**src/rtl/sm83_pkg.sv**
```systemverilog
package sm83_pkg;

   typedef enum logic [4:0] {
      ACT_ADD8  = 5'd0,
      ACT_ADC8  = 5'd1,
      ACT_SUB8  = 5'd2,
      ACT_SBC8  = 5'd3,
      ACT_AND   = 5'd4,
      ACT_OR    = 5'd5,
      ACT_XOR   = 5'd6,
      ACT_CP    = 5'd7,
      ACT_INC8  = 5'd8,
      ACT_DEC8  = 5'd9,
      ACT_ADD16 = 5'd10,
      ACT_ADDSP = 5'd11,
      ACT_DAA   = 5'd12,
      ACT_CPL   = 5'd13,
      ACT_CCF   = 5'd14,
      ACT_SCF   = 5'd15,
      ACT_RLA   = 5'd16,
      ACT_RLCA  = 5'd17,
      ACT_RRA   = 5'd18,
      ACT_RRCA  = 5'd19,
      ACT_INC16 = 5'd20,
      ACT_DEC16 = 5'd21
   } action_type;

   localparam int unsigned FLAG_Z = 3;
   localparam int unsigned FLAG_N = 2;
   localparam int unsigned FLAG_H = 1;
   localparam int unsigned FLAG_C = 0;

   localparam logic [7:0] DAA_LIMIT  = 8'h99;
   localparam logic [7:0] DAA_HIGH   = 8'h60;
   localparam logic [7:0] DAA_LOW    = 8'h06;
   localparam logic [3:0] DAA_DIGIT  = 4'h9;

   typedef struct packed {
      logic [4:0]  action;
      logic [15:0] operand_a;
      logic [15:0] operand_b;
      logic [3:0]  flags_in;
   } req_payload_type;

   typedef struct packed {
      logic [15:0] result;
      logic [3:0]  flags_out;
      logic        write_back;
   } rsp_payload_type;

endpackage

```
**src/rtl/sm83_req_if.sv**
```systemverilog
interface sm83_req_if;
   logic        valid;
   logic        ready;
   logic [4:0]  action;
   logic [15:0] operand_a;
   logic [15:0] operand_b;
   logic [3:0]  flags_in;

   modport source (output valid, output action, output operand_a, output operand_b,
                   output flags_in, input ready);
   modport sink (input valid, input action, input operand_a, input operand_b,
                 input flags_in, output ready);
endinterface

```
**src/rtl/sm83_rsp_if.sv**
```systemverilog
interface sm83_rsp_if;
   logic        valid;
   logic        ready;
   logic [15:0] result;
   logic [3:0]  flags_out;
   logic        write_back;

   modport source (output valid, output result, output flags_out, output write_back,
                   input ready);
   modport sink (input valid, input result, input flags_out, input write_back,
                 output ready);
endinterface

```
**src/rtl/sm83_alu.sv**
```systemverilog
module sm83_alu import sm83_pkg::*; (
   input  req_payload_type op,
   output rsp_payload_type res
);

   logic [7:0]  a;
   logic [7:0]  b;
   logic        cin;
   logic        use_carry;
   logic [8:0]  sum8;
   logic [4:0]  sum_nib;
   logic [8:0]  diff8;
   logic [4:0]  diff_nib;
   logic [16:0] sum16;
   logic [12:0] sum12;
   logic [15:0] sp_sum;
   logic [4:0]  sp_nib;
   logic [8:0]  sp_byte;
   logic [7:0]  inc8;
   logic [7:0]  dec8;
   logic        daa_high;
   logic        daa_low;
   logic [7:0]  daa_val;

   assign a   = op.operand_a[7:0];
   assign b   = op.operand_b[7:0];
   assign cin = op.flags_in[FLAG_C];
   assign use_carry = ((op.action == ACT_ADC8) || (op.action == ACT_SBC8)) && cin;

   assign sum8     = {1'b0, a} + {1'b0, b} + {8'd0, use_carry};
   assign sum_nib  = {1'b0, a[3:0]} + {1'b0, b[3:0]} + {4'd0, use_carry};
   assign diff8    = {1'b0, a} - {1'b0, b} - {8'd0, use_carry};
   assign diff_nib = {1'b0, a[3:0]} - {1'b0, b[3:0]} - {4'd0, use_carry};
   assign sum16    = {1'b0, op.operand_a} + {1'b0, op.operand_b};
   assign sum12    = {1'b0, op.operand_a[11:0]} + {1'b0, op.operand_b[11:0]};
   assign sp_sum   = op.operand_a + {{8{b[7]}}, b};
   assign sp_nib   = {1'b0, op.operand_a[3:0]} + {1'b0, b[3:0]};
   assign sp_byte  = {1'b0, op.operand_a[7:0]} + {1'b0, b};
   assign inc8     = a + 8'd1;
   assign dec8     = a - 8'd1;

   // decimal adjust
   always_comb begin
      daa_val  = a;
      daa_high = cin;
      daa_low  = op.flags_in[FLAG_H];
      if (!op.flags_in[FLAG_N]) begin
         daa_high = cin || (a > DAA_LIMIT);
         daa_low  = op.flags_in[FLAG_H] || (a[3:0] > DAA_DIGIT);
         daa_val  = a + (daa_high ? DAA_HIGH : 8'd0) + (daa_low ? DAA_LOW : 8'd0);
      end else begin
         daa_val  = a - (daa_high ? DAA_HIGH : 8'd0) - (daa_low ? DAA_LOW : 8'd0);
      end
   end

   always_comb begin
      res.result     = 16'd0;
      res.flags_out  = op.flags_in;
      res.write_back = 1'b1;
      case (op.action)
         ACT_ADD8, ACT_ADC8: begin
            res.result    = {8'd0, sum8[7:0]};
            res.flags_out = {sum8[7:0] == 8'd0, 1'b0, sum_nib[4], sum8[8]};
         end
         ACT_SUB8, ACT_SBC8: begin
            res.result    = {8'd0, diff8[7:0]};
            res.flags_out = {diff8[7:0] == 8'd0, 1'b1, diff_nib[4], diff8[8]};
         end
         ACT_CP: begin
            res.flags_out  = {diff8[7:0] == 8'd0, 1'b1, diff_nib[4], diff8[8]};
            res.write_back = 1'b0;
         end
         ACT_AND: begin
            res.result    = {8'd0, a & b};
            res.flags_out = {(a & b) == 8'd0, 1'b0, 1'b1, 1'b0};
         end
         ACT_OR: begin
            res.result    = {8'd0, a | b};
            res.flags_out = {(a | b) == 8'd0, 3'b000};
         end
         ACT_XOR: begin
            res.result    = {8'd0, a ^ b};
            res.flags_out = {(a ^ b) == 8'd0, 3'b000};
         end
         ACT_INC8: begin
            res.result    = {8'd0, inc8};
            res.flags_out = {inc8 == 8'd0, 1'b0, a[3:0] == 4'hF, cin};
         end
         ACT_DEC8: begin
            res.result    = {8'd0, dec8};
            res.flags_out = {dec8 == 8'd0, 1'b1, a[3:0] == 4'h0, cin};
         end
         ACT_ADD16: begin
            res.result    = sum16[15:0];
            res.flags_out = {op.flags_in[FLAG_Z], 1'b0, sum12[12], sum16[16]};
         end
         ACT_ADDSP: begin
            res.result    = sp_sum;
            res.flags_out = {2'b00, sp_nib[4], sp_byte[8]};
         end
         ACT_DAA: begin
            res.result    = {8'd0, daa_val};
            res.flags_out = {daa_val == 8'd0, op.flags_in[FLAG_N], 1'b0, daa_high};
         end
         ACT_CPL: begin
            res.result    = {8'd0, ~a};
            res.flags_out = {op.flags_in[FLAG_Z], 2'b11, cin};
         end
         ACT_CCF: begin
            res.flags_out  = {op.flags_in[FLAG_Z], 2'b00, !cin};
            res.write_back = 1'b0;
         end
         ACT_SCF: begin
            res.flags_out  = {op.flags_in[FLAG_Z], 3'b001};
            res.write_back = 1'b0;
         end
         ACT_RLA: begin
            res.result    = {8'd0, a[6:0], cin};
            res.flags_out = {3'b000, a[7]};
         end
         ACT_RLCA: begin
            res.result    = {8'd0, a[6:0], a[7]};
            res.flags_out = {3'b000, a[7]};
         end
         ACT_RRA: begin
            res.result    = {8'd0, cin, a[7:1]};
            res.flags_out = {3'b000, a[0]};
         end
         ACT_RRCA: begin
            res.result    = {8'd0, a[0], a[7:1]};
            res.flags_out = {3'b000, a[0]};
         end
         ACT_INC16: begin
            res.result = op.operand_a + 16'd1;
         end
         ACT_DEC16: begin
            res.result = op.operand_a - 16'd1;
         end
         default: begin
            res.write_back = 1'b0;
         end
      endcase
   end

endmodule

```
**src/rtl/sm83_alu_flags.sv**
```systemverilog
// an accepted request reaches its response through the input register, then the
// result register
// throughput: one transaction per cycle while rsp.ready keeps the output moving; the
// single-pass alu between the two registers sets this figure
// reset: synchronous active-high reset empties both stages; req.ready is low during reset
module sm83_alu_flags import sm83_pkg::*; (
   input  logic          clock,
   input  logic          reset,
   sm83_req_if.sink      req,
   sm83_rsp_if.source    rsp
);

   logic            s1_valid_ff;
   logic            s1_valid_in;
   req_payload_type s1_data_ff;
   req_payload_type s1_data_in;
   logic            rsp_valid_ff;
   logic            rsp_valid_in;
   rsp_payload_type rsp_data_ff;
   rsp_payload_type alu_out;
   logic            s1_open;
   logic            s2_open;
   logic            req_take;

   assign s2_open   = !rsp_valid_ff || rsp.ready;
   assign s1_open   = !s1_valid_ff || s2_open;
   assign req.ready = !reset && s1_open;
   assign req_take  = req.valid && req.ready;

   assign s1_data_in = '{action: req.action, operand_a: req.operand_a,
                         operand_b: req.operand_b, flags_in: req.flags_in};

   assign s1_valid_in  = s1_open ? req_take : s1_valid_ff;
   assign rsp_valid_in = s2_open ? s1_valid_ff : rsp_valid_ff;

   sm83_alu u_alu (
      .op  (s1_data_ff),
      .res (alu_out)
   );

   always_ff @(posedge clock) begin
      if (reset) begin
         s1_valid_ff  <= 1'b0;
         rsp_valid_ff <= 1'b0;
      end else begin
         s1_valid_ff  <= s1_valid_in;
         rsp_valid_ff <= rsp_valid_in;
      end
   end

   always_ff @(posedge clock) begin
      if (req_take) begin
         s1_data_ff <= s1_data_in;
      end
      if (s2_open && s1_valid_ff) begin
         rsp_data_ff <= alu_out;
      end
   end

   assign rsp.valid      = rsp_valid_ff;
   assign rsp.result     = rsp_data_ff.result;
   assign rsp.flags_out  = rsp_data_ff.flags_out;
   assign rsp.write_back = rsp_data_ff.write_back;

endmodule

```
**src/flat_wrapper.sv**
```systemverilog
// flat-port wrapper written by rule: the top's interface ports become plain ports
module sm83_alu_flags_flat import sm83_pkg::*;
  (clock, reset, req_valid, req_action, req_operand_a, req_operand_b, req_flags_in, req_ready, rsp_valid, rsp_result, rsp_flags_out, rsp_write_back, rsp_ready);
  sm83_req_if req_i ();
  sm83_rsp_if rsp_i ();
  input  logic clock;
  input  logic reset;
  input wire logic [$bits(req_i.valid)-1:0] req_valid;
  input wire logic [$bits(req_i.action)-1:0] req_action;
  input wire logic [$bits(req_i.operand_a)-1:0] req_operand_a;
  input wire logic [$bits(req_i.operand_b)-1:0] req_operand_b;
  input wire logic [$bits(req_i.flags_in)-1:0] req_flags_in;
  output wire logic [$bits(req_i.ready)-1:0] req_ready;
  output wire logic [$bits(rsp_i.valid)-1:0] rsp_valid;
  output wire logic [$bits(rsp_i.result)-1:0] rsp_result;
  output wire logic [$bits(rsp_i.flags_out)-1:0] rsp_flags_out;
  output wire logic [$bits(rsp_i.write_back)-1:0] rsp_write_back;
  input wire logic [$bits(rsp_i.ready)-1:0] rsp_ready;
  assign req_i.valid = req_valid;
  assign req_i.action = req_action;
  assign req_i.operand_a = req_operand_a;
  assign req_i.operand_b = req_operand_b;
  assign req_i.flags_in = req_flags_in;
  assign req_ready = req_i.ready;
  assign rsp_valid = rsp_i.valid;
  assign rsp_result = rsp_i.result;
  assign rsp_flags_out = rsp_i.flags_out;
  assign rsp_write_back = rsp_i.write_back;
  assign rsp_i.ready = rsp_ready;
  sm83_alu_flags u_core (.clock(clock), .reset(reset), .req(req_i), .rsp(rsp_i));
endmodule
```
**config.mk**
```make
export PLATFORM = sky130hd
export DESIGN_NAME = sm83_alu_flags_flat
export DESIGN_NICKNAME = d
export VERILOG_FILES = /design/src/rtl/sm83_pkg.sv /design/src/rtl/sm83_req_if.sv /design/src/rtl/sm83_rsp_if.sv /design/src/rtl/sm83_alu.sv /design/src/rtl/sm83_alu_flags.sv /design/src/flat_wrapper.sv
export SDC_FILE = /design/constraint.sdc
export NUM_CORES = 1
export LEC_CHECK = 0
export BUFFER_PORTS_ARGS = -buffer_cell sky130_fd_sc_hd__buf_4
export CAP_MARGIN = 10
export CORE_MARGIN = 2
export CORE_UTILIZATION = 50
export CTS_CLUSTER_DIAMETER = 60
export DETAILED_ROUTE_END_ITERATION = 16
export PLACE_DENSITY = 0.71
export SLEW_MARGIN = 20
export SYNTH_ARGS = -nofsm -noshare
export SYNTH_HDL_FRONTEND = slang
export SYNTH_HIERARCHICAL = 1
export SYNTH_SLANG_ARGS = --single-unit
```
**constraint.sdc**
```tcl
create_clock -name clock -period 4.26 [get_ports clock]
set_input_delay 0.426 -clock clock [delete_from_list [all_inputs] [get_ports clock]]
set_output_delay 0.426 -clock clock [all_outputs]
set_load 0.03 [all_outputs]
```
# --- Word-level counts from Yosys, hierarchy flattened ---
# Cells that the tools add are included.
totals:
  elab_cells: 94
  output_inout_bits: 23
  input_bits: 45
  ff_bits: 64
op_classes:
  addsub: 19
  n_reduce_logical: 29
  muxes: 9
  n_eq_ne: 22
  bitwise_logic: 4
  order_cmp: 2
ops:
  columns: ["op", "count"]
  rows:
  - ["$pmux 16 s17", 1]
  - ["$logic_not 8->1", 8]
  - ["$pmux 4 s15", 1]
  - ["$eq 5x4->1 const B", 8]
  - ["$eq 5x5->1 const B", 6]
  - ["$eq 5x3->1 const B", 4]
  - ["$reduce_or 19->1", 1]
  - ["$add 16x16->17", 1]
  - ["$add 16x1->16 const B", 1]
  - ["$add 16x16->16", 1]
  - ["$sub 16x1->16 const B", 1]
  - ["$mux 7", 2]
  - ["$add 12x12->13", 1]
  - ["$eq 5x2->1 const B", 2]
  - ["$add 8x8->9", 1]
  - ["$add 9x1->9", 1]
  - ["$sub 8x8->9", 1]
  - ["$sub 9x1->9", 1]
  - ["$add 8x1->8 const B", 1]
  - ["$add 8x3->8", 1]
  - ["$add 8x7->8", 1]
  - ["$and 8x8->8", 1]
  - ["$gt 8x8->1 const B", 1]
  - ["$mux 8", 1]
  - ["other kinds (22)", 37]

# --- Longest topological paths before layout ---
# Gate-level depths: netlist of the first run.
depth:
  depth_word: 8
  mapped_depth: 17
  mapped_depth_nobuf: 16

# --- By module ---
# The synthesis of the first run kept the hierarchy.
by_module_without_submodules:
  columns: ["mod", "n_inst", "cells_each", "area_per_inst_um2", "seq_area_each_um2"]
  rows:
  - ["sm83_alu", 1, 621, 4312.9, 0.0]
  - ["sm83_alu_flags", 1, 73, 1955.6, 1901.8]

# --- Worst setup path before layout of the first run ---
# No wires, ideal clock.
synth_path:
  path_kind: "reg-to-reg"
  start: "reg u_core/s1_data_ff[5] (netlist bit)"
  end: "reg u_core.rsp_data_ff, in the netlist u_core/rsp.result[14], data pin"
  setup_time_ns: 0.268
  synth_period_minus_slack_ns: 3.362
  n_path_buf: 0
  setup_slack_ns: 0.898
  path_stages_with_launch: 15
  arrival_time_ns: 3.094
  required_time_ns: 3.992
  path_cell_list: "edfxtp_1 inv_1 ha_1 nand3_1 or4_1 a31oi_1 ha_1 or2_2 a21oi_1 a31oi_1 a211o_1 a21oi_1 o21ai_1 xnor2_1 o22ai_1"
synth_rtl:
  columns: ["element", "line_no", "rtl"]
  rows:
  - ["start: declaration", "sm83_alu_flags.sv:15", "req_payload_type s1_data_ff;"]
  - ["start signal: assignment", "sm83_alu_flags.sv:53", "s1_data_ff <= s1_data_in;"]
  - ["end signal: assignment", "sm83_alu_flags.sv:56", "rsp_data_ff <= alu_out;"]
  - ["end: declaration", "sm83_alu_flags.sv:19", "rsp_payload_type rsp_data_ff;"]

==> impl_results.md, run 1 <==
- Avg WL per Cell: 22.2 um
- Root Driver: clkbuf_16
- RSZ-0062 raised after global routing: false
- CTS H-Tree Depth: 3
- Seq/Total Area, Yosys: a little under a third
- Final setup vio count: 0
- PD cells: between 200 and 300 mW/mm^2
- Via/cell ratio: 6.40
- Commonest cells post-synth: ha_1, edfxtp_1, a21oi_1
- Post-synthesis cell type count: between 70 and 80
- Achievable Freq: 0.259 GHz
- Worst IR Drop VDD: 0.000270 V
- Net Sw Frac: a little under a third
- Launch point of the critical path: u_core/s1_data_ff[5]$_DFFE_PP_
- Layout Skew: roughly 0.012 ns
- Worst Reg-to-Reg Cells: 14
- Clock Latency Late Sink: about 0.34 ns
- Routed length on met1: 8.59 mm
- Vias: about 6000
- Worst reg2reg startpoint: u_core/s1_data_ff[5]$_DFFE_PP_
- Initial antenna violation count: 0
- Synthesized Nets: 818
- Die Area: approximately 0.013 sq mm
- Routed length on met2: about 9.5 mm
- Worst reg2reg setup slack: 0.41 ns
- Vert. Die Dim: about 120 um
- Post-synth top area share: about 30%
- Tot Pwr: ~2200 uW
- Layout cells sized above 1: ~16%
- Fin nets: 892
- Post-synth EDFFs: just over 60
- TNS Setup: 0 ns
- Core Area: 0.0121 sq mm
- Setup CP Type: flop to flop
- Register area: 0.00190 sq mm
- WP data arrival: approximately 4 ns
- Clk sinks: 64
- PostCTS Resize Cnt: 0
- Most frequent cell after synthesis: ha_1
- Total wire length: 20.9 mm
- Ranking of synthesized cells by area: edfxtp_1, ha_1, xnor2_1, a21oi_1, nor2_1
- Final setup margin: just over 0.4 ns
- Top sig layer: met4
- Mapped Cells: 694
- Max Cap Violations: 0
- Multi-input combinational cell area: 0.00414 sq mm
- Hold Crit Class: primary input to flop
- Comb pwr share: between 20% and 30%
- Dpl hpwl: 16.3 mm
- Placed Area: just over 0.007 sq mm
- Main synth FF type: edfxtp_1
- Gpl congestion: 1.05
- GRT overflow: 0
- Final min period: 3.85 ns
- Power share of the clock group: approximately 38%
- Crit path to: u_core/rsp.result[15]$_DFFE_PP_
- Synth warn: 6
- Hold_sp: req_operand_b[1]
- Clk buf depth: 2
- Critical-path maximum fanout: 5
- Setup crit end kind: flop
- TritonCTS clock tree: yes
- FF-to-FF End: u_core/rsp.result[15]$_DFFE_PP_
- Switching pwr: ~670 uW
- Status: finished clean
- Final Non-Filler Cells: 941
- P_int: 1500 uW
- ANT nets after route: 0
- Post-CTS setup buffer count: 0
- Number of buffers created by CTS: 9
- Worst-path clk slew: approximately 0.06 ns
- Mapped Area: about 0.0063 sq mm
- Dpl cells: between 900 and 1000
- Row cnt: 40
- Fill count: approximately 1100
- Tcrit/Tclk final: 90.5%
- #FFs+latches synth: 64
- Drt initial violations: 788
- X dimension of the die: approximately 120 um
- Least-Margin Pin Slew: approximately 0.84 ns
- Async set or reset register ratio after synthesis: 0%
- Hold buffers post-CTS: 0
- Number of diodes: 0
- # DRC: 0
- Metal3 WL: between 1.5 and 2 mm
- Required time worst endpoint: roughly 4.3 ns
- Syn Area/Cell: between 9 and 10 sq um
- Dpl ws: between 0.4 and 0.5 ns
- I/O pin count: a little under 70
- First-pass GRT wire length: approximately 31 mm
- Final Cell Area: about 0.0074 sq mm
- Starting Density: between 50% and 60%
- Dominant cell type by area after synthesis: edfxtp_1
- First-pass iteration count of the detailed router: 5
- Final Hold Vio Count: 0
- I/O Buffers: between 60 and 70
- Layout area overhead: 17.9%
- Vias in the first global route: ~5800
- Sequential Power Share: a little over a third
- CP Launch Type: flop
- Leak pwr: 0.00302 uW
- Gr usage total: 31.5%
- Largest net degree at the start of global routing: 42
- Max-slew headroom: approximately 44%
- Fin. max-slew vios: 0
==> power by group through the flow <==
stage | combinational, uW | sequential [uW] | clock (uW)
floorplan | 378 | 780 | 0
global placement | 568 | 765 | 0
detailed placement | 577 | 766 | 0
CTS | 582 | 753 | 838
global route | 640 | 756 | 864
finish | 595 | 753 | 824
==> how the worst min path moves through the flow <==
stage / end / depth (start not counted) / slack [ns]
finish: u_core/s1_data_ff[5]$_DFFE_PP_ / 1 / 0.26
global route: u_core/s1_data_ff[36]$_DFFE_PP_ / 1 / 0.25
CTS: u_core/s1_data_ff[5]$_DFFE_PP_ / 1 / 0.24
detailed placement: u_core/rsp.valid$_SDFFE_PP0P_ / 2 / 0.55
global placement: u_core/s1_valid_ff$_SDFFE_PP0P_ / 2 / 0.51
floorplan: u_core/rsp.valid$_SDFFE_PP0P_ / 2 / 0.49
==> logic make-up after synthesis <==
family / after synthesis / synth area share (%)
flops: 64 / 30.3
simple gates: 211 / 16.8
mux: 5 / 0.878
buf+inv: 62 / 3.95
compound gates: 210 / 22.7
xor+xnor: 63 / 9.04
fa+ha+maj: 79 / 16.4
==> cell usage in the layout, fill, tap and decap left out, types with 4 or more instances in the layout <==
master / Yosys / layout
a211oi_1: 7 / 7
a21o_1: 11 / 11
a21oi_1: 58 / 57
a221oi_1: 7 / 7
a222oi_1: 6 / 6
a22oi_1: 6 / 6
a31oi_1: 7 / 7
and2_1: 5 / 5
and3_1: 11 / 11
buf_4: 0 / 91
clkbuf_16: 0 / 9
edfxtp_1: 62 / 62
fa_1: 5 / 5
ha_1: 74 / 74
inv_1: 33 / 33
nand2_1: 49 / 49
nand2b_1: 10 / 10
nand3_1: 21 / 21
nand4_1: 8 / 8
nor2_1: 52 / 51
nor2b_1: 8 / 8
nor3_1: 17 / 17
nor4_1: 9 / 9
o211ai_1: 7 / 7
o21a_1: 6 / 6
o21ai_0: 25 / 25
o21ai_1: 12 / 12
o21bai_1: 4 / 4
o221ai_1: 9 / 9
o22ai_1: 10 / 10
o31ai_1: 5 / 5
or3_1: 7 / 7
xnor2_1: 40 / 40
xor2_1: 21 / 21
==> area by class of cell <==
| class | count | share of cell area (%) |
|---|---|---|
| clock buffers | 10 | 3.23 |
| well taps | 168 | 2.84 |
| multi-input cells | 568 | 56.0 |
| clock inverters | 6 | 1.24 |
| flip-flops and latches | 64 | 25.7 |
| inverters | 34 | 1.73 |
| repair buffers | 91 | 9.24 |
==> metal layers <==
metal / GRT usage (%) / vias to the layer above
met5: 0 / -
met4: 16.5 / 0
met3: 6.43 / 63
met2: 49.6 / 332
met1: 40.9 / 2837
li1: - / 2786
==> state kept, by name, indices dropped and copies added (netlist names) <==
register	cells
u_core/rsp.write_back	1
u_core/rsp.valid	1
u_core/rsp.result	16
u_core/s1_valid_ff	1
u_core/s1_data_ff	41
u_core/rsp.flags_out	4
==> critical path, cell delays in order (launching register included) <==
cell and delay (ns):
edfxtp_1 0.45, inv_1 0.23, nand3_1 0.16, nor3_1 0.27
nand3_1 0.21, ha_1 0.31, mux2_2 0.26, ha_1 0.34
nand2_1 0.07, a2111o_1 0.37, a31oi_1 0.25, a31o_1 0.24
a21oi_1 0.10, mux2i_1 0.19, o211ai_1 0.11
==> metrics by stage <==
step	hold WS, ns	util [%]
6_report	0.256	61.0
5_1_grt	0.246	61.0
4_1_cts	0.244	61.0
3_5_place_dp	0.555	58.3
3_3_place_gp	0.510	58.3
2_1_floorplan	0.491	-
Note: power is estimated with default switching activity, not from simulation.
==> run 2, diff against run 1 <==
--- a/config.mk
+++ b/config.mk
@@ -5,13 +5,14 @@
 export SDC_FILE = /design/constraint.sdc
 export NUM_CORES = 1
 export LEC_CHECK = 0
+export ABC_AREA = 1
 export BUFFER_PORTS_ARGS = -buffer_cell sky130_fd_sc_hd__buf_4
 export CAP_MARGIN = 10
 export CORE_MARGIN = 2
 export CORE_UTILIZATION = 50
 export CTS_CLUSTER_DIAMETER = 60
 export DETAILED_ROUTE_END_ITERATION = 16
-export PLACE_DENSITY = 0.71
+export PLACE_DENSITY = 0.7
 export SLEW_MARGIN = 20
 export SYNTH_ARGS = -nofsm -noshare
 export SYNTH_HDL_FRONTEND = slang
==> run 2 against run 1 <==
Sequential power about the same. Wire length rose by 15%. Clock power is 3.5% higher. Total power increased by 1.5%. Largest cell class unchanged. Via count is 21% higher. Non-clock buffer count decreased by 11. Worst hold slack lost 0.018 ns. Design area grew 7.6%.
==> impl_results.md, run 2 <==
- Status: finished clean
- Hold buffers post-CTS: 0 (unchanged)
- Row cnt: 42 (+5.0%)
- Dpl ws: 0.738 ns (+0.260 ns)
- Most frequent cells in the layout: nand2_1, inv_1, nor2_1, buf_4
- Least-Margin Pin Slew: 0.867 ns (+0.0269 ns)
- TritonCTS clock tree: yes
- Fin. max-slew vios: 0 (unchanged)
- # DRC: 0 (unchanged)
- #FFs+latches synth: 64 (unchanged)
- Starting Density: 51.3% (-0.50 points)
- I/O pin count: 68 (unchanged)
- Final min period: 3.59 ns (-0.264 ns)
- Tot Pwr: 2200 uW (+1.5%)
- Critical-path maximum fanout: 15 (+10)
- Bufs and invs on worst path: 3 (+2)
- X dimension of the die: 121 um (+4.1%)
- Initial antenna violation count: 0 (unchanged)
- Seq/Total Area, Yosys: 27.9% (-2.4 points)
- Slowest CP cell: edfxtp_1
- Required time worst endpoint: 4.33 ns (about the same)
- Fin nets: 1186 (+33%)
- Final core occ: 59.8% (-1.2 points)
- Vias: 7293 (+21%)
- Ranking of synthesized cells by area: edfxtp_1, ha_1, nand2_1, inv_1, nor2_1
- Gr usage total: 33.9% (+2.4 points)
- Post-synthesis cell type count: 44 (-40%)
- Dominant cell type by area after synthesis: edfxtp_1
- Largest net degree at the start of global routing: 42 (unchanged)
- WHS Path Cells: 2 (+1)
- FF-to-FF End: u_core/rsp.result[14]$_DFFE_PP_
- Final setup margin: 0.669 ns (+0.264 ns)
- Power share of the clock group: 38.7% (+0.8 points)
- Post-synth top area share: 27.3% (-2.4 points)
- Worst-path clk slew: 0.06 ns (about the same)
- Multi-input combinational cell area: 0.00436 sq mm (+5.4%)
- Max Cap Violations: 0 (unchanged)
- Crit-path cells: nor2_2, inv_2, nor3_4, nand2_2, o21ai_0, inv_1, fa_1, inv_1, nand2_1, a21oi_1, nand2_1, nand2_1, nand3_1, nand2_1, a21oi_1, o21ai_0, o21ai_0
- Max-slew headroom: 42.0% (-1.7 points)
- Most frequent cell after synthesis: nand2_1
- Setup crit end kind: flop
- Comb pwr share: 27.1% (-0.3 points)
- Synthesized Nets: 1107 (+35%)
- Final setup vio count: 0 (unchanged)
- Gpl congestion: 1.12 (+6.2%)
- Net Sw Frac: 31.7% (+0.75 points)
- Layout Skew: 0.0135 ns (+0.00143 ns)
- Post-CTS setup buffer count: 0 (unchanged)
- Worst reg2reg startpoint: u_core/s1_data_ff[39]$_DFFE_PP_
- Leak pwr: 0.00385 uW (+28%)
- TNS Setup: 0 ns (unchanged)
- CP most frequent cell: nand2_1
- Setup CP Type: flop to flop
- ANT nets after route: 0 (unchanged)
- Layout area overhead: 16.7%
- Worst IR Drop VDD: 0.000218 V (-19%)
- Switching pwr: 699 uW (+4.0%)
- Die Area: 0.0146 sq mm (+8.4%)
- Hold EP: u_core/s1_valid_ff$_SDFFE_PP0P_
- Post-synth EDFFs: 62 (unchanged)
- PostCTS Resize Cnt: 0 (unchanged)
- First-pass GRT wire length: 36.7 mm (+17%)
- Cell family with most CP delay: simple AND/OR/NAND/NOR gates
- Avg WL per Cell: 19.4 um (-13%)
- Most flops, register: u_core/s1_data_ff
- Worst reg2reg setup slack: 0.67 ns (+0.26 ns)
- Worst path depth: 17 (+3)
- Hold_sp: reset
- Final Hold Vio Count: 0 (unchanged)
- Core Area: 0.0133 sq mm (+9.8%)
- GRT overflow: 0 (unchanged)
- Sequential Power Share: 34.2% (-0.5 points)
- Final hold slack: 0.238 ns (-0.0178 ns)
- Vias in the first global route: 6569 (+14%)
- Dpl hpwl: 19.6 mm (+20%)
- Hold Crit Class: primary input to flop
- I/O Buffers: 67 (unchanged)
- Clock Latency Late Sink: 0.35 ns (about the same)
- Number of diodes: 0 (unchanged)
- Clk buf depth: 2 (unchanged)
- WP data arrival: 3.66 ns (-0.26 ns)
- Tcrit/Tclk final: 84.3% (-6.2 points)
- Achievable Freq: 0.278 GHz (+7.3%)
- First-pass iteration count of the detailed router: 6 (+1)
- Synth warn: 6 (unchanged)
- Via/cell ratio: 5.87 (-8.3%)
- Max reg flops: 41 (unchanged)
- Worst Reg-to-Reg Cells: 17 (+3)
- Root Driver: clkbuf_16
- Main synth FF type: edfxtp_1
- PD cells: 277 mW/mm^2 (-5.6%)
- RSZ-0062 raised after global routing: false
- Async set or reset register ratio after synthesis: 0% (unchanged)
- Register area: 0.00190 sq mm (unchanged)
- P_int: 1510 uW (+0.41%)
- Total wire length: 24.1 mm (+15%)
- Crit-path max cell delay: 0.44 ns (about the same)
- Number of buffers created by CTS: 9 (unchanged)
- Commonest non-fill, non-tap cell in the layout: nand2_1
- Mapped Cells: 983 (+42%)
- Drt initial violations: 1044 (+32%)
- Layout cells sized above 1: 11.6% (-4.3 points)
- CP Launch Type: flop
- Fill count: 1294 (+21%)
- Syn Area/Cell: 6.93 sq um (-23%)
- CTS H-Tree Depth: 3 (unchanged)
- Clk sinks: 64 (unchanged)
- Mapped Area: 0.00681 sq mm (+8.7%)
- Commonest cells post-synth: nand2_1, inv_1, nor2_1
- Vert. Die Dim: 121 um (+4.1%)
[run 2: worst reg2reg max path: stages (launching register included)]
cell	delay (ns)
edfxtp_1	0.44
nor2_2	0.21
inv_2	0.08
nor3_4	0.37
nand2_2	0.27
o21ai_0	0.21
inv_1	0.10
fa_1	0.39
inv_1	0.08
nand2_1	0.07
a21oi_1	0.35
nand2_1	0.09
nand2_1	0.14
nand3_1	0.08
nand2_1	0.08
a21oi_1	0.06
o21ai_0	0.14
o21ai_0	0.16
[run 2: how the worst max path moves through the flow]
stage	slack, ns	end	start
2_1_floorplan	1.21	u_core/rsp.flags_out[3]$_DFFE_PP_	u_core/s1_data_ff[21]$_DFFE_PP_
3_5_place_dp	0.74	u_core/rsp.result[14]$_DFFE_PP_	u_core/s1_data_ff[39]$_DFFE_PP_
5_1_grt	0.33	u_core/rsp.result[14]$_DFFE_PP_	u_core/s1_data_ff[39]$_DFFE_PP_
4_1_cts	0.71	u_core/rsp.result[14]$_DFFE_PP_	u_core/s1_data_ff[39]$_DFFE_PP_
6_report	0.67	u_core/rsp.result[14]$_DFFE_PP_	u_core/s1_data_ff[39]$_DFFE_PP_
3_3_place_gp	0.74	u_core/rsp.result[14]$_DFFE_PP_	u_core/s1_data_ff[39]$_DFFE_PP_
[run 2: layer usage]
metal / share of wire (%) / GRT usage [%] / vias up
met5: 0 / 0 / -
met3: 11 / 7.08 / 45
met1: 45 / 50.5 / 3360
met4: 2.2 / 9.67 / 0
met2: 42 / 49.4 / 403
li1: - / - / 3485
[run 2: logic make-up after synthesis]
group           Yosys count  share of synthesized area [%]
simple gates            506                           32.5
compound gates          162                           13.1
buf+inv                 147                           8.23
fa+ha+maj                79                           15.1
flops                    64                           27.9
xor+xnor                 25                           3.21
[run 2: stage by stage]
step                instances  cell area [sq um]
floorplan                 983               6810
global placement         1226               7580
detailed placement       1226               7580
CTS                      1242               7920
global route             1243               7950
finish                   1243               7950
[run 2: area by class of cell]
class                   instances  area share (%)
multi-input cells             772            54.9
flip-flops and latches         64            23.9
repair buffers                 80            7.81
inverters                     135            6.37
clock buffers                  10            2.88
well taps                     176            2.77
clock inverters                 6            1.35
[run 2: power groups by stage]
stage	logic [uW]	clock network, uW	registers (uW)
3_3_place_gp	574	0	766
2_1_floorplan	370	0	782
3_5_place_dp	576	0	767
5_1_grt	659	894	757
4_1_cts	579	864	754
6_report	597	853	754
==> run 3, diff against run 2 <==
==> constraint.sdc (replaced) <==
create_clock -name clock -period 3.7 [get_ports clock]
set_input_delay 0.37 -clock clock [delete_from_list [all_inputs] [get_ports clock]]
set_output_delay 0.37 -clock clock [all_outputs]
set_load 0.03 [all_outputs]
==> run 3 against run 2 <==
Sequential cell count stayed put. Final cell count is 0.88% higher. Die area stayed put. Sequential power is 15% higher. Setup slack worse by 0.39 ns. Register-to-register slack worse by 0.39 ns. Combinational power is 17% higher. Count of clock-buffer cells in the layout is 1 higher. Global-route usage is 1.1 points lower. Non-clock buffer count is 11 higher. Clock power is 2% higher. Critical endpoint unchanged. Largest cell class unchanged. Highest routed layer unchanged.
==> impl_results.md, run 3 (same netlist as run 2, synthesis figures left out) <==
- Status: finished clean
- Root Driver: clkbuf_16
- First-pass GRT wire length: 35.8 mm (-2.5%)
- Dpl hpwl: 19.1 mm (-2.5%)
- # DRC: 0 (unchanged)
- Clk buf depth: 2 (unchanged)
- I/O Buffers: 67 (unchanged)
- Least-Margin Pin Slew: 0.658 ns (-0.210 ns)
- Setup crit end kind: flop
- Gpl congestion: 1.10 (-1.7%)
- WP data arrival: 3.49 ns (-0.17 ns)
- Max reg flops: 41 (unchanged)
- Dpl cells: 1237 (+0.90%)
- Drt initial violations: 854 (-18%)
- RSZ-0062 raised after global routing: false
- Core Area: 0.0133 sq mm (unchanged)
- TritonCTS clock tree: yes
- Max Cap Violations: 0 (unchanged)
- GRT overflow: 0 (unchanged)
- X dimension of the die: 121 um (unchanged)
- Critical-path maximum fanout: 10 (-5)
- Die Area: 0.0146 sq mm (unchanged)
- PD cells: 304 mW/mm^2 (+9.6%)
- Achievable Freq: 0.292 GHz (+4.9%)
- FF-to-FF End: u_core/rsp.result[14]$_DFFE_PP_
- Final core occ: 60.2% (+0.39 points)
- Tcrit/Tclk final: 92.6% (+8.3 points)
- Largest net degree at the start of global routing: 42 (unchanged)
- Layout area overhead: 17.4%
- Hold_sp: req_operand_a[3]
- Vert. Die Dim: 121 um (unchanged)
- Number of diodes: 0 (unchanged)
- Hold Crit Class: primary input to flop
- Post-CTS setup buffer count: 0 (unchanged)
- Final setup vio count: 0 (unchanged)
- Clock Latency Late Sink: 0.35 ns (about the same)
- Tot Pwr: 2430 uW (+10%)
- Final Non-Filler Cells: 1254 (+0.88%)
- Starting Density: 51.3% (unchanged)
- ANT nets after route: 0 (unchanged)
- Worst Reg-to-Reg Cells: 13 (-4)
- I/O pin count: 68 (unchanged)
- Worst IR Drop VDD: 0.000264 V (+21%)
- Row cnt: 42 (unchanged)
- Leak pwr: 0.00389 uW (+0.91%)
- First-pass iteration count of the detailed router: 6 (unchanged)
- Worst reg2reg setup slack: 0.28 ns (-0.39 ns)
- Via/cell ratio: 5.85 (-0.32%)
- CP Launch Type: flop
- Commonest non-fill, non-tap cell in the layout: nand2_1
- Hold EP: u_core/s1_data_ff[23]$_DFFE_PP_
- Most flops, register: u_core/s1_data_ff
- Avg WL per Cell: 18.8 um (-3.2%)
- Clk sinks: 64 (unchanged)
- Final min period: 3.42 ns (-0.166 ns)
- Required time worst endpoint: 3.77 ns (-0.56 ns)
- Vias: 7334 (+0.56%)
- Initial antenna violation count: 0 (unchanged)
- Final Hold Vio Count: 0 (unchanged)
- Layout Skew: 0.00954 ns (-0.00391 ns)
- Most frequent cells in the layout: nand2_1, inv_1, nor2_1, buf_4
- CTS H-Tree Depth: 3 (unchanged)
- Layout cells sized above 1: 12.8% (+1.2 points)
- Max-slew headroom: 55.7% (+14 points)
- Worst reg2reg startpoint: u_core/s1_data_ff[39]$_DFFE_PP_
- TNS Setup: 0 ns (unchanged)
- Worst-path clk slew: 0.06 ns (about the same)
- Fin. max-slew vios: 0 (unchanged)
- Gr usage total: 32.8% (-1.1 points)
- Vias in the first global route: 6553 (-0.24%)
- Setup CP Type: flop to flop
- Number of buffers created by CTS: 9 (unchanged)
- Total wire length: 23.5 mm (-2.4%)
- WHS Path Cells: 1 (-1)
- Fin nets: 1197 (+0.93%)
[run 3: cell count changes in the layout (fill, tap and decap cells not counted), sizes merged]
| cell | change |
|---|---|
| bufinv | -2 |
| clkbuf | +1 |
| buf | +11 |
| clkinvlp | +1 |
[run 3: through the flow]
step | setup WS (ns) | hold slack [ns] | area, sq um
6_report | 0.275 | 0.194 | 8000
5_1_grt | 0.0160 | 0.188 | 8000
4_1_cts | 0.317 | 0.187 | 7970
3_5_place_dp | 0.347 | 0.478 | 7670
3_3_place_gp | 0.396 | 0.481 | 7670
2_1_floorplan | 0.647 | 0.432 | 6810
[run 3: power by group]
part / total, uW / leakage (uW) / internal (uW) / switching [uW]
registers: 866 / 0.000606 / 840 / 26.1
logic: 699 / 0.00314 / 245 / 454
clock network: 866 / 0.000145 / 538 / 328
total: 2430 / 0.00389 / 1620 / 808
[run 3: final cells by class]
class                           instances  area [sq um]
Clock buffer                           11           243
Clock inverter                          5          56.3
Fill cell                            1310          5300
Inverter                              135           507
Multi-Input combinational cell        772          4370
Sequential cell                        64          1900
Tap cell                              176           220
Timing Repair Buffer                   91           703
[run 3: layer usage]
layer	global-route usage (%)	share of wire (%)	wire [um]
met2	47.1	41	9610
met3	8.02	11	2640
met4	11.8	3.7	874
met5	0	0	0
met1	47.6	44	10400
[run 3: repair_timing]
item,in CTS,in global routing
setup endpoints to repair,0,3
gates resized for setup,0,2
hold buffers,0,0
[run 3: worst max-delay path, cell delays in order (launching register included)]
cell and delay [ns]:
edfxtp_1 0.45, nor2_2 0.21, inv_2 0.08, nor3_4 0.37, inv_1 0.26, nand2_1 0.17
nand2_1 0.07, ha_1 0.34, a21oi_1 0.30, o21ai_0 0.16, a21oi_1 0.14, nand2_1 0.08
o21ai_0 0.33, o21ai_0 0.18
[run 3: how the worst max path moves through the flow]
| stage | from | end | slack [ns] | cells after the start |
|---|---|---|---|---|
| floorplan | u_core/s1_data_ff[21]$_DFFE_PP_ | u_core/rsp.flags_out[3]$_DFFE_PP_ | 0.65 | 17 |
| global placement | u_core/s1_data_ff[39]$_DFFE_PP_ | u_core/rsp.flags_out[0]$_DFFE_PP_ | 0.40 | 15 |
| global route | u_core/s1_data_ff[39]$_DFFE_PP_ | u_core/rsp.flags_out[0]$_DFFE_PP_ | 0.02 | 15 |
| CTS | u_core/s1_data_ff[39]$_DFFE_PP_ | u_core/rsp.flags_out[3]$_DFFE_PP_ | 0.32 | 17 |
| detailed placement | u_core/s1_data_ff[39]$_DFFE_PP_ | u_core/rsp.flags_out[3]$_DFFE_PP_ | 0.35 | 17 |
| finish | u_core/s1_data_ff[39]$_DFFE_PP_ | u_core/rsp.result[14]$_DFFE_PP_ | 0.28 | 13 |
